`src/rtl/sscv_pkg.sv`:
```
// shared types and constants for the stereo sad cost volume block
// no dependencies; used by every module of the block
package sscv_pkg;

  localparam int DIM_W      = 11;
  localparam int SLOT_W     = 4;
  localparam int PIX_W      = 24;
  localparam int SUM_W      = 18;
  localparam int COST_W     = 18;
  localparam int PROD_W     = 41;
  localparam int MAX_HEIGHT = 1024;
  localparam int DEF_DISP   = 16;
  localparam int DEF_WIDTH  = 640;
  localparam int DEF_HEIGHT = 480;
  localparam int RECIP3     = 1398102;
  localparam int RECIP_SH   = 22;

  typedef enum logic [1:0] {
    REG_DISP   = 2'd0,
    REG_WIDTH  = 2'd1,
    REG_HEIGHT = 2'd2
  } reg_idx_t;

  typedef struct packed {
    logic [DIM_W-1:0]  row;
    logic [DIM_W-1:0]  col;
    logic [SLOT_W-1:0] slot;
  } job_t;

  typedef struct packed {
    logic              en;
    logic [SLOT_W-1:0] slot;
    logic [DIM_W-1:0]  col;
    logic [PIX_W-1:0]  left;
    logic [PIX_W-1:0]  right;
  } wr_cmd_t;

endpackage

```
`src/rtl/sscv_fifo.sv`:
```
// two-entry job queue between the input side and the cost engine
// uses sscv_pkg for the job type
module sscv_fifo (
  input  logic           clk,
  input  logic           rst,
  input  logic           push,
  input  sscv_pkg::job_t din,
  input  logic           pop,
  output sscv_pkg::job_t dout,
  output logic           empty,
  output logic           full
);

  sscv_pkg::job_t slots [2];
  logic           wptr, rptr;
  logic [1:0]     count;

  assign empty = (count == 2'd0);
  assign full  = (count == 2'd2);
  assign dout  = slots[rptr];

  always_ff @(posedge clk) begin
    if (push) slots[wptr] <= din;
  end

  always_ff @(posedge clk) begin
    if (rst) begin
      wptr  <= 1'b0;
      rptr  <= 1'b0;
      count <= 2'd0;
    end else begin
      if (push) wptr <= !wptr;
      if (pop)  rptr <= !rptr;
      if (push && !pop)      count <= count + 2'd1;
      else if (pop && !push) count <= count - 2'd1;
    end
  end

endmodule

```
`config.mk`:
```
export PLATFORM = sky130hd
export DESIGN_NAME = sscv_fifo
export DESIGN_NICKNAME = d
export VERILOG_FILES = /design/src/rtl/sscv_pkg.sv /design/src/rtl/sscv_fifo.sv
export SDC_FILE = /design/constraint.sdc
export NUM_CORES = 1
export LEC_CHECK = 0
export ABC_AREA = 1
export BUFFER_PORTS_ARGS = -buffer_cell sky130_fd_sc_hd__buf_2
export CORE_AREA = 2 2 65 67
export CTS_BUF_LIST = sky130_fd_sc_hd__clkbuf_8
export CTS_CLUSTER_DIAMETER = 120
export CTS_CLUSTER_SIZE = 8
export DETAILED_ROUTE_END_ITERATION = 8
export DIE_AREA = 0 0 67 69
export HOLD_SLACK_MARGIN = 0.08
export PLACE_DENSITY = 0.85
export SLEW_MARGIN = 30
export SYNTH_ARGS = -nofsm -noshare
export SYNTH_HDL_FRONTEND = slang
export SYNTH_SLANG_ARGS = --single-unit
```
`constraint.sdc`:
```
create_clock -name clk -period 3.1 [get_ports clk]
set_input_delay 0.62 -clock clk [delete_from_list [all_inputs] [get_ports clk]]
set_output_delay 0.62 -clock clk [all_outputs]
set_load 0.01 [all_outputs]
```
## Yosys cells after proc, flatten, opt, wreduce, memory -nomap -nowiden

Memory sizes are Yosys's and may differ from the RTL's. A register that Yosys moved wholly into a read port is not among the register bits.
Cells that the tools add are included.

- Memories kept: 1
- Bits in writable memories: 52
- Output and inout port bits: 28
- Bits in registers: 4
- Logic and storage cells: 21
- Input bits: 30

Memory list:

| name | words | bits a word | read ports | clocked after Yosys merged registers in | wr ports | RTL line | text |
|---|---|---|---|---|---|---|---|
| slots | 2 | 26 | 1 | 1 | 1 | sscv_fifo.sv:14 | `sscv_pkg::job_t slots [2];` |

- Equal/unequal tests: 1
- Reduce and logical (&&, ||, !) cells: 8
- Mux-type cells: 6
- $add $sub $neg: 2

Operators by type and width:

| operator | number |
|---|---|
| zero test 1 bit | 4 |
| 2-to-1 mux 1 bit | 4 |
| 2-to-1 mux 2 bit | 2 |
| adder 2 x 1 -> 2 bit (second input constant) | 1 |
| == test 2 bit (second input constant) | 1 |
| logical AND 1 bit | 2 |
| zero test 2 bit | 1 |
| nonzero test 2 bit | 1 |
| subtractor 2 x 1 -> 2 bit (second input constant) | 1 |

## Logic depth before layout (Yosys ltp)

Gate-level depths: netlist of run 1.

- Word-level depth: 4
- Mapped depth: 8
- Gate-level depth less buffers: 8

## Least setup slack after synthesis of run 1

Ideal clock, no wire load.

- Kind: input to register
- Start point: input port push
- End point: memory slots[0][0] (netlist bit), enable pin
- Arrival time: 1.759 ns
- Stages on the path: 2
- Required time: 2.691 ns
- Setup slack: 0.932 ns
- Cell sequence: inv_1 -> nor2_1

- Cells in the longest elaborated chain, start to end: 2

RTL lines:

| what | RTL line | text |
|---|---|---|
| start: declaration | sscv_fifo.sv:6 | `input logic push,` |
| 2-to-1 mux 1 bit | sscv_fifo.sv:23 | `if (push) slots[wptr] <= din;` |
| 2-to-1 mux 1 bit (implied by the code) | sscv_fifo.sv:23 |  |
| end: declaration | sscv_fifo.sv:14 |  |

No other way between the ends.

==> impl_metrics.env, run 1 <==
export IMPL_outcome="finished, final reports clean"
export IMPL_postSynthCellCount=114
export IMPL_vias=1163
export IMPL_cts_path_max_buffers=2
export IMPL_grt_overflow=0
export IMPL_antennaDiodeCount=0
export IMPL_met1_length_um=1223
export IMPL_dieHeight_um=69
export IMPL_rsz0062_at_grt="false"
export IMPL_die_area_um2=4623
export IMPL_syn_num_nets=145
export IMPL_clkSlewWorstSetupHoldPaths_ns=0.06
export IMPL_number_of_global_route_vias_before_repair=1231
export IMPL_dr_pass1_iters=4
export IMPL_fin_skew_ns=0.004781
export IMPL_setup_viol=0
export IMPL_worst_ep_required_time_ns=2.48
export IMPL_num_fill_cells=280
export IMPL_routedWlPerCell_um=14.63
export IMPL_critical_path_arrival_ns=1.73
export IMPL_met2RoutedLength_um=1867
export IMPL_finalCriticalPeriod_ns=2.353
export IMPL_core_um2=3914
export IMPL_final_util_pct=68.35
export IMPL_routabilityCongestion=0.6169
export IMPL_cellLeakagePower_nw=1.109
export IMPL_clkSinkCount=57
export IMPL_postCtsResizedCells=0
export IMPL_final_layout_size_suffix_gt1_share_pct=52.69
export IMPL_hp_class="in2reg"
export IMPL_max_slew_worst_pin_slew_ns=0.8053
export IMPL_yosysSeqAreaShare_pct=75.28
export IMPL_post_route_drc_count=0
export IMPL_max_capacitance_violation_count=0
export IMPL_post_cts_setup_buffer_count=0
export IMPL_finalNetCount=212
export IMPL_max_rail_drop_vdd_uv=339.7
export IMPL_antenna_left=0
export IMPL_numPortBuffers=57
export IMPL_placement_cell_area_um2=2522
export IMPL_hold_viol=0
export IMPL_dr_first_iter_drc_count=63
export IMPL_design_portCount=58
export IMPL_post_route_cell_area_um2=2675
export IMPL_area_delta_synth_final_pct=21.20
export IMPL_clock_tree_root_cell="sky130_fd_sc_hd__clkbuf_8"
export IMPL_quantity_of_hold_fixing_buffers_added_after_cts=0
export IMPL_tritoncts_num_buffers=9
export IMPL_cellPowerDensity_nw_per_um2=607.5
export IMPL_worst_setup_path_end_kind="output port"
export IMPL_fmax_mhz=425.0
export IMPL_routed_wl_met3_um=247
export IMPL_num_rows=23
export IMPL_critical_path_startpoint_type="flop"
export IMPL_antenna_found_initial=0
export IMPL_cts_tree="yes"
export IMPL_grt_pass1_wl_um=5451
export IMPL_yosys_warnings=0
export IMPL_synth_ff_latch_count=57
export IMPL_accumulated_negative_setup_slack_ns=0
export IMPL_library_cells_used_by_synthesis=16
export IMPL_max_slew_margin_rel_pct=46.32
export IMPL_floorplan_die_width_um=67
export IMPL_final_period_utilization_pct=75.91
export IMPL_synth_cell_area_um2=2207
export IMPL_highest_signal_layer="met4"
export IMPL_worstPathMaxFanout=26
export IMPL_dpl_hpwl_um=2459
export IMPL_groute_usage_overall_pct=16.91
export IMPL_vias_per_cell=4.928
export IMPL_grt_max_degree=28
export IMPL_htree_num_levels=3
export IMPL_postRouteWirelength_um=3453
export IMPL_postSynthAreaPerCell_um2=19.36
export IMPL_slew_limit_fails=0
export IMPL_critPathKind="reg2out"
export IMPL_insertion_delay_ns=0.32
export IMPL_initial_utilization_pct=56.39
[placed cells by master, fill, tap and decap left out, drive strengths merged]
| master | instances |
|---|---|
| nand4 | 1 |
| clkbuf | 9 |
| a21oi | 1 |
| clkinv | 6 |
| nor3 | 1 |
| buf | 59 |
| ha | 1 |
| inv | 10 |
| nand2 | 5 |
| dfxtp | 5 |
| mux2 | 26 |
| nand3 | 1 |
| o21ai | 1 |
| nor2 | 7 |
| xnor2 | 1 |
| edfxtp | 52 |
[cell type report]
cell class	instances	area, µm²	share of cell area [%]
clock buffer	9	123.9	4.630
clock inverter	7	28.78	1.076
inverter	9	33.78	1.263
multi-input combinational	45	462.9	17.31
sequential	57	1663	62.16
tap	50	62.56	2.339
timing repair buffer	59	300.3	11.23
[registers in the layout, summed over array words and instances, names as in the netlist, named ones only]
| register | flops |
|---|---|
| count | 2 |
| rptr | 1 |
| slots | 52 |
| wptr | 1 |
[cells by family after synthesis]
kind of cell | Yosys count | share of synthesized area (%)
compound gates | 2 | 0.4531
fa+ha+maj | 1 | 0.5668
xor+xnor | 1 | 0.3969
simple gates | 15 | 2.778
buf+inv | 12 | 3.855
mux | 26 | 16.67
flops | 57 | 75.28
[cells in the mapped netlist, drive strengths merged]
cell,number,area [µm²]
edfxtp,52,1562
mux2,26,367.9
inv,9,33.78
nor2,7,26.28
dfxtp,5,100.1
nand2,5,18.77
buf,3,51.30
a21oi,1,5.000
ha,1,12.51
nand3,1,5.000
nand4,1,6.260
nor3,1,5.000
o21ai,1,5.000
xnor2,1,8.760
[per-layer routing]
layer  vias to the layer above  track usage, %
li1                        554               -
met3                        12           6.199
met2                        48           28.05
met1                       549           17.32
met4                         0           11.11
met5                         -               0
[power by group]
| part | switching, mW | leakage [nW] | internal, mW |
|---|---|---|---|
| Sequential | 0.0304 | 0.530 | 0.888 |
| Clock | 0.254 | 0.0841 | 0.272 |
| Combinational | 0.0805 | 0.495 | 0.101 |
[through the flow]
stage	hold WS, ns	cells	power [mW]	worst slack, ns
after CTS	0.4697	236	1.645	0.7047
after floorplan	0.4799	114	1.051	0.9318
after global placement	0.4963	220	1.106	1.101
after detailed placement	0.5172	220	1.119	1.059
final	0.4860	236	1.625	0.7468
after global routing	0.4693	236	1.703	0.6714
[path summary, 6_finish.rpt]
path                     start                    end  slack, ns  cells after the start
min                     din[3]  slots[0][3]$_DFFE_PP_       0.49                      1
min reg2reg  wptr$_SDFFE_PP0P_      wptr$_SDFFE_PP0P_       0.53                      2
max reg2reg  wptr$_SDFFE_PP0P_  slots[0][6]$_DFFE_PP_       1.69                      2
max                       flop               dout[19]       0.75                      2
[critical path, stage by stage (launching register included)]
cell	delay (ns)
sky130_fd_sc_hd__dfxtp_2	0.85
sky130_fd_sc_hd__mux2_2	0.42
sky130_fd_sc_hd__buf_2	0.14
(Power assumes the default switching activity.)
==> run 2, diff against run 1 <==
--- a/config.mk
+++ b/config.mk
@@ -7,14 +7,14 @@
 export LEC_CHECK = 0
 export ABC_AREA = 1
 export BUFFER_PORTS_ARGS = -buffer_cell sky130_fd_sc_hd__buf_2
-export CORE_AREA = 2 2 65 67
+export CORE_AREA = 2 2 67 69
 export CTS_BUF_LIST = sky130_fd_sc_hd__clkbuf_8
 export CTS_CLUSTER_DIAMETER = 120
 export CTS_CLUSTER_SIZE = 8
 export DETAILED_ROUTE_END_ITERATION = 8
-export DIE_AREA = 0 0 67 69
+export DIE_AREA = 0 0 69 71
 export HOLD_SLACK_MARGIN = 0.08
-export PLACE_DENSITY = 0.85
+export PLACE_DENSITY = 0.8
 export SLEW_MARGIN = 30
 export SYNTH_ARGS = -nofsm -noshare
 export SYNTH_HDL_FRONTEND = slang
==> constraint.sdc (replaced) <==
create_clock -name clk -period 2.2 [get_ports clk]
set_input_delay 0.44 -clock clk [delete_from_list [all_inputs] [get_ports clk]]
set_output_delay 0.44 -clock clk [all_outputs]
set_load 0.01 [all_outputs]
==> run 2 against run 1 <==
Against the previous run: largest cell class unchanged; cell count rose by 2.1%; core utilization fell by 2.5 points; clock skew fell by 0.0013 ns.
==> impl_metrics.env, run 2 (same netlist as run 1, synthesis figures left out) <==
export IMPL_grt_max_degree=23
export IMPL_grt_pass1_wl_um=5851
export IMPL_timing_critical_path_cells="buf_12 > mux2_2 > buf_2"
export IMPL_numPortBuffers=57
export IMPL_power_total_mw=2.577
export IMPL_setup_viol=0
export IMPL_antenna_left=0
export IMPL_clkSinkCount=57
export IMPL_antenna_found_initial=0
export IMPL_worst_setup_path_end_kind="output port"
export IMPL_final_period_utilization_pct=85.04
export IMPL_max_rail_drop_vdd_uv=682.4
export IMPL_num_rows=24
export IMPL_timing_critical_path_buf_inv=2
export IMPL_cts_tree="yes"
export IMPL_fin_skew_ns=0.003475
export IMPL_critical_path_arrival_ns=1.43
export IMPL_whs_path_depth=1
export IMPL_fmax_mhz=534.5
export IMPL_floorplan_die_width_um=69
export IMPL_clkSlewWorstSetupHoldPaths_ns=0.06
export IMPL_postCtsResizedCells=0
export IMPL_htree_num_levels=3
export IMPL_hp_class="in2reg"
export IMPL_max_flop_register="slots"
export IMPL_area_delta_synth_final_pct=25.51
export IMPL_core_um2=4204
export IMPL_reg2regPathDepth=3
export IMPL_worstPathMaxFanout=22
export IMPL_largest_register_ff_count=52
export IMPL_routedWlPerCell_um=15.76
export IMPL_critPathKind="reg2out"
export IMPL_number_of_global_route_vias_before_repair=1269
export IMPL_dr_first_iter_drc_count=53
export IMPL_dr_pass1_iters=4
export IMPL_quantity_of_hold_fixing_buffers_added_after_cts=0
export IMPL_max_capacitance_violation_count=0
export IMPL_tritoncts_num_buffers=9
export IMPL_finalNetCount=215
export IMPL_dieHeight_um=71
export IMPL_layout_commonest_cell="sky130_fd_sc_hd__buf_2"
export IMPL_groute_usage_overall_pct=16.60
export IMPL_slew_limit_fails=0
export IMPL_critical_path_max_stage_delay_ns=0.40
export IMPL_accumulated_negative_setup_slack_ns=0
export IMPL_biggestRegsByFlops="slots (52), count (2)"
export IMPL_insertion_delay_ns=0.32
export IMPL_grt_overflow=0
export IMPL_routabilityCongestion=0.6815
export IMPL_design_portCount=58
export IMPL_finalCriticalPeriod_ns=1.871
export IMPL_post_route_drc_count=0
export IMPL_cts_path_max_buffers=2
export IMPL_timing_critical_path_depth=3
export IMPL_cellLeakagePower_nw=1.154
export IMPL_cellPowerDensity_nw_per_um2=930.3
export IMPL_vias=1173
export IMPL_max_slew_margin_rel_pct=86.27
export IMPL_final_cell_mix="57 x sky130_fd_sc_hd__buf_2, 52 x sky130_fd_sc_hd__edfxtp_1, 20 x sky130_fd_sc_hd__mux2_4, 10 x sky130_fd_sc_hd__inv_1, 9 x sky130_fd_sc_hd__clkbuf_8"
export IMPL_worst_ep_required_time_ns=1.76
export IMPL_critical_path_startpoint_type="flop"
export IMPL_critical_path_slowest_cell="sky130_fd_sc_hd__dfxtp_2"
export IMPL_hold_viol=0
export IMPL_max_slew_worst_pin_slew_ns=0.2059
export IMPL_outcome="finished, final reports clean"
export IMPL_antennaDiodeCount=0
export IMPL_initial_utilization_pct=52.50
export IMPL_dpl_hpwl_um=2613
export IMPL_vias_per_cell=4.867
export IMPL_critical_path_top_delay_family="flip-flops"
export IMPL_post_cts_setup_buffer_count=0
export IMPL_postRouteWirelength_um=3799
export IMPL_final_layout_size_suffix_gt1_share_pct=55.56
export IMPL_rsz0062_at_grt="false"
export IMPL_die_area_um2=4899
export IMPL_clock_tree_root_cell="sky130_fd_sc_hd__clkbuf_8"
-- run 2: cell types whose count changed in the layout (fill, tap and decap cells not counted), sizes merged --
cell	previous run	this run
buf	59	62
clkinv	6	3
bufinv	0	2
clkinvlp	0	1
-- run 2: where the power goes --
part	leakage, nW	switching [mW]	total, mW	internal, mW
clock	0.110	0.386	1.01	0.627
sequential	0.530	0.0241	1.27	1.25
combinational	0.514	0.140	0.290	0.151
total	1.15	0.549	2.58	2.03
-- run 2: cell type report --
class	instances	area, µm²
inverters	9	33.78
clock inverters	7	86.33
flip-flops and latches	57	1663
well taps	52	65.06
multi-input cells	45	462.9
clock buffers	9	123.9
repair buffers	62	335.3
fillers	309	1434
-- run 2: per-stage QoR --
step	util [%]	hold slack, ns	cells	setup WS (ns)	area [µm²]
after detailed placement	60.89	0.5162	225	0.6649	2560
final	65.89	0.3077	241	0.3291	2770
after floorplan	-	0.4799	114	0.2118	2207
after CTS	65.89	0.2886	241	0.3066	2770
after global routing	65.89	0.2758	241	0.2491	2770
after global placement	60.89	0.4959	225	0.6841	2560
-- run 2: routing by layer --
| metal | GRT usage (%) | wire length [µm] | share of wire [%] |
|---|---|---|---|
| met3 | 8.262 | 245 | 6.4 |
| met1 | 16.86 | 1470 | 39 |
| met4 | 8.061 | 42 | 1.1 |
| met5 | 0 | 0 | 0 |
| met2 | 28.53 | 2040 | 54 |
-- run 2: final timing paths --
kind / start / to / slack (ns)
setup / recovery: flop / dout[23] / 0.33
hold / removal: din[12] / slots[1][12]$_DFFE_PP_ / 0.31
hold reg to reg: wptr$_SDFFE_PP0P_ / wptr$_SDFFE_PP0P_ / 0.53
setup reg to reg: wptr$_SDFFE_PP0P_ / slots[1][21]$_DFFE_PP_ / 1.17
