<file path="config.mk">
export PLATFORM = sky130hd
export DESIGN_NAME = sscv_front
export DESIGN_NICKNAME = d
export VERILOG_FILES = /design/src/rtl/sscv_pkg.sv /design/src/rtl/sscv_front.sv
export SDC_FILE = /design/constraint.sdc
export NUM_CORES = 1
export LEC_CHECK = 0
export BUFFER_PORTS_ARGS = -buffer_cell sky130_fd_sc_hd__buf_2
export CORE_ASPECT_RATIO = 0.9
export CORE_MARGIN = 3
export CORE_UTILIZATION = 47
export DETAILED_ROUTE_END_ITERATION = 7
export PLACE_DENSITY = 0.78
export RECOVER_POWER = 25
export SYNTH_ARGS = -nofsm -noshare
export SYNTH_HDL_FRONTEND = slang
export SYNTH_SLANG_ARGS = --single-unit
</file>
<file path="constraint.sdc">
create_clock -name clk -period 6.5 [get_ports clk]
set_input_delay 1.3 -clock clk [delete_from_list [all_inputs] [get_ports clk]]
set_output_delay 1.3 -clock clk [all_outputs]
set_load 0.03 [all_outputs]
</file>
<file path="src/rtl/sscv_pkg.sv">
// shared types and constants for the stereo sad cost volume block
// no dependencies; used by every module of the block
package sscv_pkg;

  localparam int DIM_W      = 11;
  localparam int SLOT_W     = 4;
  localparam int PIX_W      = 24;
  localparam int SUM_W      = 18;
  localparam int COST_W     = 18;
  localparam int PROD_W     = 41;
  localparam int MAX_HEIGHT = 1024;
  localparam int DEF_DISP   = 16;
  localparam int DEF_WIDTH  = 640;
  localparam int DEF_HEIGHT = 480;
  localparam int RECIP3     = 1398102;
  localparam int RECIP_SH   = 22;

  typedef enum logic [1:0] {
    REG_DISP   = 2'd0,
    REG_WIDTH  = 2'd1,
    REG_HEIGHT = 2'd2
  } reg_idx_t;

  typedef struct packed {
    logic [DIM_W-1:0]  row;
    logic [DIM_W-1:0]  col;
    logic [SLOT_W-1:0] slot;
  } job_t;

  typedef struct packed {
    logic              en;
    logic [SLOT_W-1:0] slot;
    logic [DIM_W-1:0]  col;
    logic [PIX_W-1:0]  left;
    logic [PIX_W-1:0]  right;
  } wr_cmd_t;

endpackage

</file>
<file path="src/rtl/sscv_front.sv">
// input side: accepts pixel and flush beats, tracks frame positions,
// writes line stores and issues output-pixel jobs; uses sscv_pkg
module sscv_front #(
  parameter int WINDOW_SIZE = 5
) (
  input  logic                       clk,
  input  logic                       rst,
  input  logic                       s_valid,
  input  logic                       kind,
  input  logic [47:0]                data,
  output logic                       s_ready,
  input  logic                       restart,
  input  logic [sscv_pkg::DIM_W-1:0] w_eff,
  input  logic [sscv_pkg::DIM_W-1:0] h_eff,
  input  logic                       q_full,
  input  logic                       q_empty,
  input  logic                       back_idle,
  output logic                       push,
  output sscv_pkg::job_t             job,
  output sscv_pkg::wr_cmd_t          wr
);

  localparam int HALF = WINDOW_SIZE / 2;
  localparam int RING = WINDOW_SIZE + 1;
  localparam int DW = sscv_pkg::DIM_W;
  localparam int SW = sscv_pkg::SLOT_W;

  logic [DW-1:0] in_row, in_col, out_row, out_col;
  logic [SW-1:0] in_slot, out_slot;
  logic          draining;

  logic [DW-1:0] in_row_next, in_col_next, out_row_next, out_col_next;
  logic [SW-1:0] in_slot_next, out_slot_next;
  logic          draining_next;

  logic          fire, pixel, frame_start, emit_pix, emit_fl;
  logic [DW-1:0] orow_b, ocol_b, orow_adv, ocol_adv;
  logic [SW-1:0] oslot_b, oslot_adv;
  logic          drain_b;

  // a pixel beat writes the line stores, so it waits until no job is reading them
  assign s_ready = kind ? !q_full : (q_empty && back_idle);
  assign fire    = s_valid && s_ready;
  assign pixel   = fire && !kind;
  assign frame_start = (in_row == '0) && (in_col == '0);

  always_comb begin
    orow_b  = (pixel && frame_start) ? '0 : out_row;
    ocol_b  = (pixel && frame_start) ? '0 : out_col;
    oslot_b = (pixel && frame_start) ? '0 : out_slot;
    drain_b = (pixel && frame_start) ? 1'b0 : draining;

    emit_pix = pixel && (in_row >= DW'(HALF + 1)) && (orow_b < h_eff);
    emit_fl  = fire && kind && draining && (out_row < h_eff);

    ocol_adv  = ocol_b + 1'b1;
    orow_adv  = orow_b;
    oslot_adv = oslot_b;
    if (ocol_adv >= w_eff) begin
      ocol_adv  = '0;
      orow_adv  = orow_b + 1'b1;
      oslot_adv = (oslot_b == SW'(RING - 1)) ? '0 : oslot_b + 1'b1;
    end

    out_row_next  = orow_b;
    out_col_next  = ocol_b;
    out_slot_next = oslot_b;
    if (emit_pix || emit_fl) begin
      out_row_next  = orow_adv;
      out_col_next  = ocol_adv;
      out_slot_next = oslot_adv;
    end

    in_row_next   = in_row;
    in_col_next   = in_col;
    in_slot_next  = in_slot;
    draining_next = drain_b;
    if (pixel) begin
      in_col_next = in_col + 1'b1;
      if (in_col_next >= w_eff) begin
        in_col_next  = '0;
        in_row_next  = in_row + 1'b1;
        in_slot_next = (in_slot == SW'(RING - 1)) ? '0 : in_slot + 1'b1;
        if (in_row_next >= h_eff) begin
          in_row_next   = '0;
          in_slot_next  = '0;
          draining_next = (out_row_next < h_eff);
        end
      end
    end else if (emit_fl && (out_row_next >= h_eff)) begin
      draining_next = 1'b0;
    end
  end

  always_ff @(posedge clk) begin
    if (rst || restart) begin
      in_row   <= '0;
      in_col   <= '0;
      in_slot  <= '0;
      out_row  <= '0;
      out_col  <= '0;
      out_slot <= '0;
      draining <= 1'b0;
    end else begin
      in_row   <= in_row_next;
      in_col   <= in_col_next;
      in_slot  <= in_slot_next;
      out_row  <= out_row_next;
      out_col  <= out_col_next;
      out_slot <= out_slot_next;
      draining <= draining_next;
    end
  end

  assign push     = emit_pix || emit_fl;
  assign job.row  = orow_b;
  assign job.col  = ocol_b;
  assign job.slot = oslot_b;

  assign wr.en    = pixel;
  assign wr.slot  = in_slot;
  assign wr.col   = in_col;
  assign wr.left  = data[23:0];
  assign wr.right = data[47:24];

endmodule

</file>
After elaboration in Yosys (flattened, before gate mapping)

Index checks and enable logic that the tools add are counted.

Add/subtract/negate cells: 6
Multipliers: 0
Div/mod/pow operators: 0
Magnitude comparators: 8
Eq/ne operators: 2
Shift operators: 0
Mux-type cells: 20
Bitwise logic cells: 0
Reductions and logical operators: 18

Operators with widths:

| operator              | count |
|---|---|
| $mux 11               | 8 |
| $add 11x1->11 const B | 4 |
| $ge 11x11->1          | 4 |
| $lt 11x11->1          | 3 |
| $mux 4                | 6 |
| $logic_not 11->1      | 2 |
| $ge 11x2->1 const B   | 1 |
| $logic_and 1x1->1     | 11 |
| $add 4x1->4 const B   | 2 |
| $eq 4x3->1 const B    | 2 |
| $mux 1                | 6 |
| $logic_not 1->1       | 2 |
| $logic_or 1x1->1      | 2 |
| $reduce_and 2->1      | 1 |

Register bits: 53
Bits in latches: 0
Bits in writable memories: 0
ROM bits: 0
Input bits: 78
Word-level logic and storage cells: 61
Memories: 0

Longest topological paths before layout

Gate-level depths: netlist of the first run.

Depth in word-level cells: 14
Mapped depth: 28
Depth with buffers taken out: 26

Worst setup path after synthesis of the first run

OpenSTA, ideal clock, no wires.

Path kind: input to register
Start point: input kind
End point: register draining
Data arrival time: 6454 ps
Slack: -29 ps
Stages on the path: 25
Buffers on the path: 3
Path through: nand4b_1 nor4_4 clkbuf_1 buf_1 nor2b_1 ha_1 nand2_1 nor2_1 nand4_1 nor2_1 xnor2_1 ha_1 and4_1 nand4_1 a32oi_1 clkbuf_1 nand3_1 or3_1 nand2_1 ha_1 a21o_1 a21oi_1 o21ai_0 or4_1 a31oi_1

RTL lines:

| item                 | RTL line          | RTL |
|---|---|---|
| from (decl)          | sscv_front.sv:9   | `input logic kind,` |
| to (signal assigned) | sscv_front.sv:111 | `draining <= draining_next;` |
| to (decl)            | sscv_front.sv:30  | `logic draining;` |

Worst setup path in the final report of the first run

Start point: input kind
End point: register draining

Longest elaborated chain between the ends: 13
Elaborated cells on any way between the ends: 27
Classes of those cells: 2 x add/sub; 4 x order compare; 10 x mux; 11 x reduce/logical

Ends and longest elaborated chain:

| item                                                     | RTL line                           | RTL |
|---|---|---|
| $mux 1                                                   | sscv_front.sv:42                   | `assign s_ready = kind ? !q_full : (q_empty && back_idle);` |
| $logic_and 1x1->1                                        | sscv_front.sv:43                   | `assign fire = s_valid && s_ready;` |
| $logic_and 1x1->1                                        | sscv_front.sv:44                   | `assign pixel = fire && !kind;` |
| $logic_and 1x1->1                                        | sscv_front.sv:48, sscv_front.sv:49 |  |
| $mux 11, on equally long branches                        | sscv_front.sv:49, sscv_front.sv:48 |  |
| $add 11x1->11 / $lt 11x11->1 (equally long branches)     | sscv_front.sv:56, sscv_front.sv:53 |  |
| $ge 11x11->1 / $logic_and 1x1->1 (equally long branches) | sscv_front.sv:59, sscv_front.sv:53 |  |
| $mux 11 / $logic_or 1x1->1 (equally long branches)       | sscv_front.sv:59, sscv_front.sv:68 |  |
| $mux 11 (*)                                              | sscv_front.sv:68                   | `if (emit_pix \|\| emit_fl) begin` |
| named net out_row_next[2]                                | sscv_front.sv:32                   | `logic [DW-1:0] in_row_next, in_col_next, out_row_next, out_col_next;` |
| $lt 11x11->1 / $ge 11x11->1 (equally long branches)      | sscv_front.sv:87, sscv_front.sv:90 |  |
| $mux 1 / $logic_and 1x1->1 (equally long branches)       | sscv_front.sv:84, sscv_front.sv:90 |  |
| $mux 1, on equally long branches                         | sscv_front.sv:80, sscv_front.sv:90 |  |
| $mux 1 (*)                                               | sscv_front.sv:78                   | `if (pixel) begin` |

Mark *: on every way through the listed nets, which the timed path passes. The rest lies on a longest branch.
A chain may end at the register's enable or synchronous reset.

==> results of run 1 <==
## registers in the layout, indices dropped and copies added, names as in the netlist
register,count
in_row,11
in_slot,4
out_row,11
draining,1
out_col,11
in_col,11
out_slot,4
## power by group
group	switching [mW]	internal (mW)	leakage (nW)	total, mW
logic	0.0384	0.0218	2.00	0.0603
clock network	0.122	0.152	0.0690	0.274
registers	0.000137	0.324	0.427	0.325
total	0.161	0.498	2.50	0.659
## path summary, 6_finish.rpt
| kind | to | startpoint | slack (ns) |
|---|---|---|---|
| max | draining | kind | 0.40 |
| min | out_slot[3] | out_slot[3] | 0.49 |
| max reg2reg | draining | in_col[0] | 1.02 |
| min reg2reg | out_slot[3] | out_slot[3] | 0.49 |
## critical path: stages
cell	delay (ns)
buf_2	0.11
nand4b_1	0.16
buf_4	0.21
nor4_4	0.36
buf_4	0.27
and2b_1	0.26
ha_1	0.32
and3_1	0.19
a221o_1	0.34
o21ai_0	0.16
nand4bb_1	0.11
o21a_1	0.35
inv_1	0.13
buf_4	0.20
nand4_1	0.15
nand2_1	0.12
ha_1	0.24
a211oi_1	0.26
nor2_1	0.08
nor4_1	0.30
nor2b_1	0.09
or4_1	0.48
a31oi_1	0.13
## metal layers
metal,GRT usage,vias up
met4,0.0806,0
li1,-,2339
met3,0.0386,51
met2,0.343,202
met1,0.299,2291
met5,0,-
## through the flow
step	std cells	power (mW)	utilization	area, um^2
after floorplan	662	0.423	-	5000
after global placement	803	0.389	0.500	5150
after detailed placement	803	0.391	0.500	5150
after CTS	810	0.660	0.515	5300
after global routing	810	0.682	0.513	5280
final	810	0.659	0.513	5280
## cell usage in the layout, fill, tap and decap left out, types with 20 or more instances in the layout
cell type,Yosys,final
a21oi_1,62,62
ha_1,72,72
buf_2,4,58
nor2b_1,20,20
nand3_1,21,21
o21ai_0,45,45
inv_1,40,40
nand2_1,72,72
nor2_1,40,40
dfxtp_1,53,53
## cell type report
cell class	instances	area share
well taps	129	0.0306
repair buffers	83	0.0799
clock inverters	1	0.00142
inverters	40	0.0284
clock buffers	6	0.0263
multi-input cells	498	0.632
flip-flops and latches	53	0.201
## cell families after synthesis
logic type | synth area share
compound gates | 0.167
xor+xnor | 0.0473
fa+ha+maj | 0.180
buf+inv | 0.121
flops | 0.212
mux | 0.00200
simple gates | 0.270
==> results by group, run 1 <==
Floorplan
  • Die area: 0.0119 mm^2
  • Die Span X: around 110 um
  • Core Region: 0.0103 mm^2
  • Die height: a little over 100 um
  • I/O pins: between 150 and 200
  • Starting Density: 0.485
  • FP Rows: 35

Placed design
  • I/O Buffers: 73
  • DPL Wire Length: slightly above 10000 um
  • GP Congestion: between 0.9 and 1
  • Setup WS pre-CTS: ~0.2 ns

GRT
  • Pin count of the biggest net entering global routing: 44
  • Number of global-route vias before repair: approximately 4700
  • Total GRT Usage: 0.219
  • Number of antenna violations at the first check in global routing: 0
  • Gr ovfl total: 0
  • Global-route wire length before repair: around 22000 um

Route
  • Max layer used: met4
  • Routed vias/inst: around 6.0
  • Post-route ant nets: 0
  • Drt drc: 0
  • Wire per inst: 16.3 um
  • Metal2 WL: a little under 6000 um
  • Total wire length: around 13000 um
  • Initial DRC count: roughly 210
  • Met1 wire length: between 5000 and 6000 um
  • Via count: between 4000 and 5000
  • Router iterations before antenna repair: 5
  • Wire length on met3: between 900 and 1000 um

Layout
  • Ant diodes: 0
  • Fill cells: slightly below 1000
  • Sequential Area: around 0.0011 mm^2
  • Share of cells above drive strength 1: 0.123
  • Nets: roughly 830
  • P&R area growth vs syn: 5.63%
  • Multi-input combinational cell area: 0.00334 mm^2

Worst setup path
  • Arr. time, crit path: approximately 6.3 ns
  • Critical Path RT: between 6 and 7 ns
  • Crit Path Class: in2reg
  • Path depth of the worst reg2reg path: 25
  • CP Max Fanout: 16
  • Critical path startpoint category: primary input
  • Crit path capture type: flop

Power and ir drop
  • Leak: ~2.5 nW
  • Max rail drop VDD: 0.145 mV
  • PwrDens: 125 mW/mm^2

Synthesis
  • Post-synth top area share: 0.212
  • Post-synth EDFFs: 0
  • Cell area after synthesis: approximately 0.005 mm^2
  • Mean cell area of the mapped netlist: about 7.5 um^2
  • Fraction of registers with async set/reset: 0
  • Ranking of synthesized cells by area: dfxtp_1 21%, ha_1 18%, buf_4 7.4%, a21oi_1 6.2%, nand2_1 5.4%
  • Sequential area share after synthesis: 0.212
  • Synth Flop Type: dfxtp_1
  • Cell count after synthesis: ~660
  • Syn. warnings: 0
  • Syn_nets: around 810
  • Synth top cells by count: 72 x ha_1, 72 x nand2_1, 62 x a21oi_1
  • Synth Register Bits: 53
  • Synth area leader: dfxtp_1
  • Netlist cell types: 53

Clock network
  • Max Buffers Root-to-Sink: 2
  • Cts-stage hold buffer count: 0
  • CTS Sinks: between 50 and 60
  • Postcts setup bufs: 0
  • Clock Root Buffer: clkbuf_16
  • H-tree depth: 2
  • Worst skew pair latency: approximately 0.29 ns
  • Total CTS buffers: 5
  • Clock-pin transition on the worst setup and hold timing paths: 0.07 ns
  • CTS tree: yes
  • Post-CTS Resized: 0

Timing
  • RSZ-0062 raised after global routing: false
  • Max Freq: 0.164 GHz
  • Final Critical Period: around 6.1 ns
  • Total negative slack: 0 ns
  • Pins Over Slew Limit: 0
  • Hold_ws: around 0.5 ns
  • Final Cycle Share: 0.939
  • Worst setup margin: around 0.40 ns
  • Fin. Hold Viols: 0
  • Clock Skew: between 0.008 and 0.009 ns
  • Setup-failing EPs final: 0
  • Slew margin rel.: 0.392
  • Slew @ Worst Pin: 0.906 ns

Flow run
  • Max-cap viol count: 0

Min path
  • Hold Crit Depth: 2
  • Hold Path Class: reg2reg

Outcome
  • Status: finished clean
Note: power is estimated with default switching activity, not from simulation.
==> run 2, diff against run 1 <==
--- a/config.mk
+++ b/config.mk
@@ -6,7 +6,7 @@
 export NUM_CORES = 1
 export LEC_CHECK = 0
 export BUFFER_PORTS_ARGS = -buffer_cell sky130_fd_sc_hd__buf_2
-export CORE_ASPECT_RATIO = 0.9
+export CORE_ASPECT_RATIO = 0.7
 export CORE_MARGIN = 3
 export CORE_UTILIZATION = 47
 export DETAILED_ROUTE_END_ITERATION = 7
==> run 2 against run 1 <==
Final cell count rose by 0.12%. First-iteration DRC count rose by 87%. Non-clock buffer count rose by 1. Sequential power about the same. Worst hold slack gained 0.0064 ns. Flip-flop and latch count did not move. Critical path type is now in2out. Critical endpoint is now push. Largest power group unchanged.
==> results by group, run 2 (synthesis results as in run 1) <==
Outcome
  • Status: finished clean (unchanged)

Timing
  • Slew margin rel.: 0.349 (was 0.392)
  • Setup-failing EPs final: 0 (unchanged)
  • Final Critical Period: 6.03 ns (was 6.10 ns)
  • Clock Skew: 0.00744 ns (was 0.00848 ns)
  • Fin. Hold Viols: 0 (unchanged)
  • Slew @ Worst Pin: 0.970 ns (was 0.906 ns)
  • Pins Over Slew Limit: 0 (unchanged)
  • Total negative slack: 0 ns (unchanged)
  • Final Cycle Share: 0.928 (was 0.939)
  • RSZ-0062 raised after global routing: false (unchanged)
  • Max Freq: 0.166 GHz (was 0.164 GHz)

Floorplan
  • Core Region: 0.0100 mm^2 (was 0.0103 mm^2)
  • Starting Density: 0.499 (was 0.485)
  • I/O pins: 170 (unchanged)
  • FP Rows: 30 (was 35)
  • Die Span X: 129 um (was 115 um)
  • Die area: 0.0119 mm^2 (about the same)
  • Die height: 92.3 um (was 104 um)

Layout
  • Sequential Area: 0.00106 mm^2 (unchanged)
  • Commonest non-fill, non-tap cells in the layout: 72 x nand2_1, 72 x ha_1, 62 x a21oi_1, 58 x buf_2, 53 x dfxtp_1 (unchanged)
  • Ant diodes: 0 (unchanged)
  • P&R area growth vs syn: 6.06% (was 5.63%)
  • Layout Cells excl Fill: 811 (was 810)
  • Share of cells above drive strength 1: 0.126 (was 0.123)
  • Fill cells: 928 (was 968)
  • Multi-input combinational cell area: 0.00335 mm^2 (was 0.00334 mm^2)
  • Nets: 832 (was 831)

Route
  • Router iterations before antenna repair: 5 (unchanged)
  • Total wire length: 13700 um (was 13200 um)
  • Initial DRC count: 388 (was 207)
  • Via count: 4863 (was 4883)
  • Routed vias/inst: 6.00 (was 6.03)
  • Wire per inst: 16.8 um (was 16.3 um)
  • Drt drc: 0 (unchanged)
  • Post-route ant nets: 0 (unchanged)

Clock network
  • H-tree depth: 2 (unchanged)
  • Worst skew pair latency: 0.30 ns (was 0.29 ns)
  • Clock-pin transition on the worst setup and hold timing paths: 0.07 ns (about the same)
  • CTS tree: yes (unchanged)
  • Clock Root Buffer: clkbuf_16 (unchanged)
  • Total CTS buffers: 5 (unchanged)
  • Max Buffers Root-to-Sink: 2 (unchanged)
  • CTS Sinks: 53 (unchanged)

Worst setup path
  • FF-to-FF setup slack: 1.08 ns (was 1.02 ns)
  • Crit path capture type: primary output (was flop)
  • CP Max Fanout: 23 (was 16)
  • Arr. time, crit path: 4.73 ns (was 6.31 ns)
  • Critical Path RT: 5.20 ns (was 6.71 ns)
  • Crit Path Class: in2out (was in2reg)
  • Critical path startpoint category: primary input (unchanged)

Placed design
  • GP Congestion: 0.987 (was 0.932)
  • I/O Buffers: 73 (unchanged)
  • Placed insts: 801 (was 803)
  • DPL Wire Length: 10600 um (was 10300 um)

GRT
  • Total GRT Usage: 0.229 (was 0.219)
  • Global-route wire length before repair: 22500 um (was 21900 um)
  • Pin count of the biggest net entering global routing: 44 (unchanged)
  • Number of antenna violations at the first check in global routing: 0 (unchanged)
  • Number of global-route vias before repair: 4640 (was 4690)
  • Gr ovfl total: 0 (unchanged)

Power and ir drop
  • Max rail drop VDD: 0.0963 mV (was 0.145 mV)
  • PwrDens: 126 mW/mm^2 (was 125 mW/mm^2)
  • Leak: 2.50 nW (about the same)

Flow run
  • Max-cap viol count: 0 (unchanged)

Min path
  • Hold Path Class: reg2reg (unchanged)
==> run 2: cell count changes in the layout (fill, tap and decap cells not counted) <==
| cell | delta |
|---|---|
| a32oi_4 | +1 |
| a32oi_2 | -1 |
| clkbuf_8 | -1 |
| inv_6 | +1 |
| clkinv_2 | +1 |
| buf_6 | +1 |
==> run 2: worst max-delay path: stages <==
cell	delay, ns
buf_2	0.11
nand4b_1	0.16
buf_4	0.17
nor4_4	0.34
buf_6	0.25
and2b_1	0.27
ha_1	0.34
and3_1	0.20
a221o_1	0.35
o21ai_0	0.16
nand4bb_1	0.12
o21a_1	0.37
inv_1	0.16
buf_4	0.20
buf_2	0.22
==> run 2: worst paths after layout <==
check,startpoint,end,cells after the start
worst min register to register,in_row[1],in_row[1],2
worst max register to register,in_col[0],draining,25
worst min-delay path,in_row[1],in_row[1],2
worst max-delay path,kind,push,15
==> run 2: repair_timing <==
item                                    4_1_cts  5_1_grt
endpoints found under the setup margin        0        1
resized for setup                             0        2
hold buffers                                  0        0
setup buffers                                 0        2
==> run 2: per-stage QoR <==
step / hold WS [ns] / cell area, um^2 / setup WS, ns / total power [mW] / utilization
after global routing: 0.516 / 5300 / 0.0377 / 0.687 / 0.529
after global placement: 0.463 / 5140 / 0.215 / 0.389 / 0.513
final: 0.492 / 5300 / 0.466 / 0.668 / 0.529
after detailed placement: 0.481 / 5140 / 0.0549 / 0.392 / 0.513
after floorplan: 0.452 / 5000 / 0.0455 / 0.423 / -
after CTS: 0.492 / 5290 / 0.314 / 0.667 / 0.528
==> run 2: area by class of cell <==
class / instances / area share
well taps: 128 / 0.0302
clock inverters: 3 / 0.00401
repair buffers: 84 / 0.0817
inverters: 40 / 0.0283
multi-input cells: 498 / 0.632
clock buffers: 5 / 0.0236
flip-flops and latches: 53 / 0.200
==> run 2: metal layers <==
metal / vias to the layer above / track usage / share of wire
met3: 23 / 0.0629 / 0.094
met4: 0 / 0.0533 / 0.012
met2: 221 / 0.353 / 0.44
met5: - / 0 / 0
li1: 2338 / - / -
met1: 2281 / 0.317 / 0.46
==> run 2: report_power, final <==
part           leakage (nW)  switching (mW)  internal [mW]  total [mW]
Sequential            0.427        0.000122          0.324       0.324
Clock                0.0702           0.138          0.144       0.282
Combinational          2.01          0.0391         0.0222      0.0613
Total                  2.50           0.177          0.491       0.668
==> run 3, diff against run 2 <==
--- a/config.mk
+++ b/config.mk
@@ -8,9 +8,9 @@
 export BUFFER_PORTS_ARGS = -buffer_cell sky130_fd_sc_hd__buf_2
 export CORE_ASPECT_RATIO = 0.7
 export CORE_MARGIN = 3
-export CORE_UTILIZATION = 47
+export CORE_UTILIZATION = 52
 export DETAILED_ROUTE_END_ITERATION = 7
-export PLACE_DENSITY = 0.78
+export PLACE_DENSITY = 0.82
 export RECOVER_POWER = 25
 export SYNTH_ARGS = -nofsm -noshare
 export SYNTH_HDL_FRONTEND = slang
==> constraint.sdc (replaced) <==
create_clock -name clk -period 6 [get_ports clk]
set_input_delay 1.2 -clock clk [delete_from_list [all_inputs] [get_ports clk]]
set_output_delay 1.2 -clock clk [all_outputs]
set_load 0.005 [all_outputs]
==> run 3 against run 2 <==
Critical path depth grew 6. Global-route usage grew 1.6 points. Clock power increased by 7%. Total power up 7.5%. First-iteration DRC count increased by 8.0%. Register-to-register slack got worse by 0.48 ns. Critical endpoint is now draining. Largest cell class unchanged.
==> results by group, run 3 (synthesis results as in run 1) <==
Placed design
  • GP Congestion: 0.969 (was 0.987)
  • I/O Buffers: 73 (unchanged)
  • DP Area: 0.00517 mm^2 (was 0.00514 mm^2)
  • DPL Wire Length: 10500 um (was 10600 um)

Min path
  • Hold Path Class: reg2reg (unchanged)
  • Hold Path Origin: in_row[9] (was in_row[1])

Power and ir drop
  • P_sw: 186 uW (was 177 uW)
  • Pwr Total: 718 uW (was 668 uW)
  • Sw Ratio: 0.259 (was 0.265)
  • Clk network pwr share: 0.419 (was 0.422)
  • Combinational share of power: 0.091 (was 0.092)
  • Leak: 2.55 nW (was 2.50 nW)
  • Sequential share of power: 0.490 (was 0.486)
  • PwrDens: 134 mW/mm^2 (was 126 mW/mm^2)
  • Internal power: 532 uW (was 491 uW)
  • Max rail drop VDD: 0.113 mV (was 0.0963 mV)

Route
  • Via count: 4876 (was 4863)
  • Total wire length: 13500 um (was 13700 um)
  • Initial DRC count: 419 (was 388)
  • Post-route ant nets: 0 (unchanged)
  • Drt drc: 0 (unchanged)
  • Wire per inst: 16.7 um (was 16.8 um)
  • Routed vias/inst: 6.01 (was 6.00)
  • Router iterations before antenna repair: 5 (unchanged)

Timing
  • Max Freq: about 0.18 GHz
  • Hold_ws: 0.501 ns (was 0.492 ns)
  • Total negative slack: 0 ns (unchanged)
  • Final Cycle Share: 0.951
  • Slew @ Worst Pin: 1.01 ns (was 0.970 ns)
  • Fin. Hold Viols: 0 (unchanged)
  • Slew margin rel.: 0.322 (was 0.349)
  • Pins Over Slew Limit: 0 (unchanged)
  • Final Critical Period: roughly 5.7 ns
  • Clock Skew: 0.00784 ns (was 0.00744 ns)
  • Setup-failing EPs final: 0 (unchanged)

Clock network
  • H-tree depth: 2 (unchanged)
  • CTS Sinks: 53 (unchanged)
  • CTS tree: yes (unchanged)
  • Worst skew pair latency: 0.30 ns (about the same)
  • Cts-stage hold buffer count: 0 (unchanged)
  • Max Buffers Root-to-Sink: 2 (unchanged)
  • Total CTS buffers: 5 (unchanged)
  • Clock Root Buffer: clkbuf_16 (unchanged)
  • Clock-pin transition on the worst setup and hold timing paths: 0.07 ns (about the same)

Worst setup path
  • FF-to-FF setup slack: 0.60 ns (was 1.08 ns)
  • Critical path startpoint category: primary input (unchanged)
  • CP peak stage delay: 0.48 ns (was 0.37 ns)
  • Kind of cell adding the most delay to the critical path: simple AND/OR/NAND/NOR gates (was buffers and inverters)
  • R2r startpoint: in_col[6] (was in_col[0])
  • Critical Path Slowest Stage Cell: or4_1 (was o21a_1)
  • Critical path buffers and inverters: 3 (was 6)
  • Crit Path Class: in2reg (was in2out)
  • Worst setup startpoint: kind (unchanged)
  • Critical Path RT: 6.21 ns (was 5.20 ns)
  • CP Max Fanout: 23 (unchanged)
  • Crit path capture type: flop (was primary output)
  • Arr. time, crit path: 5.92 ns (was 4.73 ns)
  • Critical-path cell list: buf_2 -> nand4b_1 -> nor4_4 -> buf_4 -> and2b_1 -> ha_1 -> and3_1 -> a221o_1 -> o21ai_0 -> nand4bb_1 -> o21a_2 -> buf_4 -> o21ai_0 -> nand2_1 -> ha_1 -> a211oi_1 -> nor2_1 -> nor4_2 -> nor2b_1 -> or4_1 -> a31oi_1 (was buf_2 -> nand4b_1 -> buf_4 -> nor4_4 -> buf_6 -> and2b_1 -> ha_1 -> and3_1 -> a221o_1 -> o21ai_0 -> nand4bb_1 -> o21a_1 -> inv_1 -> buf_4 -> buf_2)

Flow run
  • Max-cap viol count: 0 (unchanged)

GRT
  • Pin count of the biggest net entering global routing: 44 (unchanged)
  • Gr ovfl total: 0 (unchanged)
  • Total GRT Usage: 0.245 (was 0.229)
  • Number of antenna violations at the first check in global routing: 0 (unchanged)
  • Global-route wire length before repair: 21600 um (was 22500 um)
  • Number of global-route vias before repair: 4448 (was 4640)

Layout
  • Post-route cell area: 0.00535 mm^2 (was 0.00530 mm^2)
  • P&R area growth vs syn: 7.14% (was 6.06%)
  • Nets: 836 (was 832)
  • Share of cells above drive strength 1: 0.150 (was 0.126)
  • Post-layout util: 0.581 (was 0.529)
  • Fill cells: 847 (was 928)
  • Ant diodes: 0 (unchanged)
  • Commonest non-fill, non-tap cells in the layout: 71 x nand2_1, 71 x ha_1, 63 x buf_2, 62 x a21oi_1, 53 x dfxtp_1 (was 72 x nand2_1, 72 x ha_1, 62 x a21oi_1, 58 x buf_2, 53 x dfxtp_1)

Floorplan
  • I/O pins: 170 (unchanged)
  • Die height: 88.0 um (was 92.3 um)
  • Starting Density: 0.542 (was 0.499)
  • Die Span X: 123 um (was 129 um)
  • Core Region: 0.00922 mm^2 (was 0.0100 mm^2)
  • FP Rows: 29 (was 30)
  • Die area: 0.0108 mm^2 (was 0.0119 mm^2)

Outcome
  • Status: finished clean (unchanged)
[run 3: cell types whose count changed in the layout (fill, tap and decap cells not counted), moves of 2 or more]
cell	before	now
buf_2	58	63
buf_4	10	15
clkbuf_1	15	10
o21ai_0	45	43
o21ai_1	2	4
[run 3: worst reg2reg max path, stage by stage (launching register included)]
cell and delay, ns:
dfxtp_1 0.41, nor4_1 0.32, nand2_1 0.20, nor4_4 0.41
buf_4 0.24, and2b_1 0.22, ha_1 0.31, and3_1 0.20
a221o_1 0.35, o21ai_0 0.18, nand4bb_1 0.12, o21a_2 0.29
buf_4 0.23, o21ai_0 0.23, nand2_1 0.10, ha_1 0.19
a211oi_1 0.20, nor2_1 0.09, nor4_2 0.32, nor2b_1 0.08
or4_1 0.48, a31oi_1 0.15
[run 3: metal layers]
metal	GRT usage	part of all wire
met5	0	0
met4	0.0492	0.011
met3	0.0542	0.091
met2	0.376	0.44
met1	0.354	0.46
[run 3: final timing paths]
check	to	cells past startpoint
setup / recovery	draining	21
hold / removal	in_row[9]	2
setup reg to reg	draining	21
hold reg to reg	in_row[9]	2
[run 3: layout make-up]
cell class / count / area [um^2] / share of cell area
sequential: 53 / 1060 / 0.198
clock inverter: 3 / 21.3 / 0.00397
inverter: 40 / 150 / 0.0281
clock buffer: 5 / 125 / 0.0234
timing repair buffer: 88 / 465 / 0.0870
tap: 124 / 155 / 0.0290
multi-input combinational: 498 / 3370 / 0.630
[run 3: what timing repair did]
action	CTS	global route
endpoints found under the setup margin	0	1
gates resized for setup	0	11
setup buffers	0	2
[run 3: power groups by stage]
stage / Combinational, mW / Clock (mW) / Sequential (mW)
floorplan: 0.0634 / 0 / 0.360
global placement: 0.0602 / 0 / 0.360
detailed placement: 0.0635 / 0 / 0.360
CTS: 0.0641 / 0.303 / 0.352
global route: 0.0734 / 0.315 / 0.352
finish: 0.0656 / 0.301 / 0.352
[run 3: per-stage QoR]
| step | cells | worst slack, ns |
|---|---|---|
| after floorplan | 662 | 0.0149 |
| after detailed placement | 801 | -0.0923 |
| after global routing | 811 | -0.0507 |
| after global placement | 801 | 0.00334 |
| after CTS | 809 | 0.142 |
| final | 811 | 0.294 |
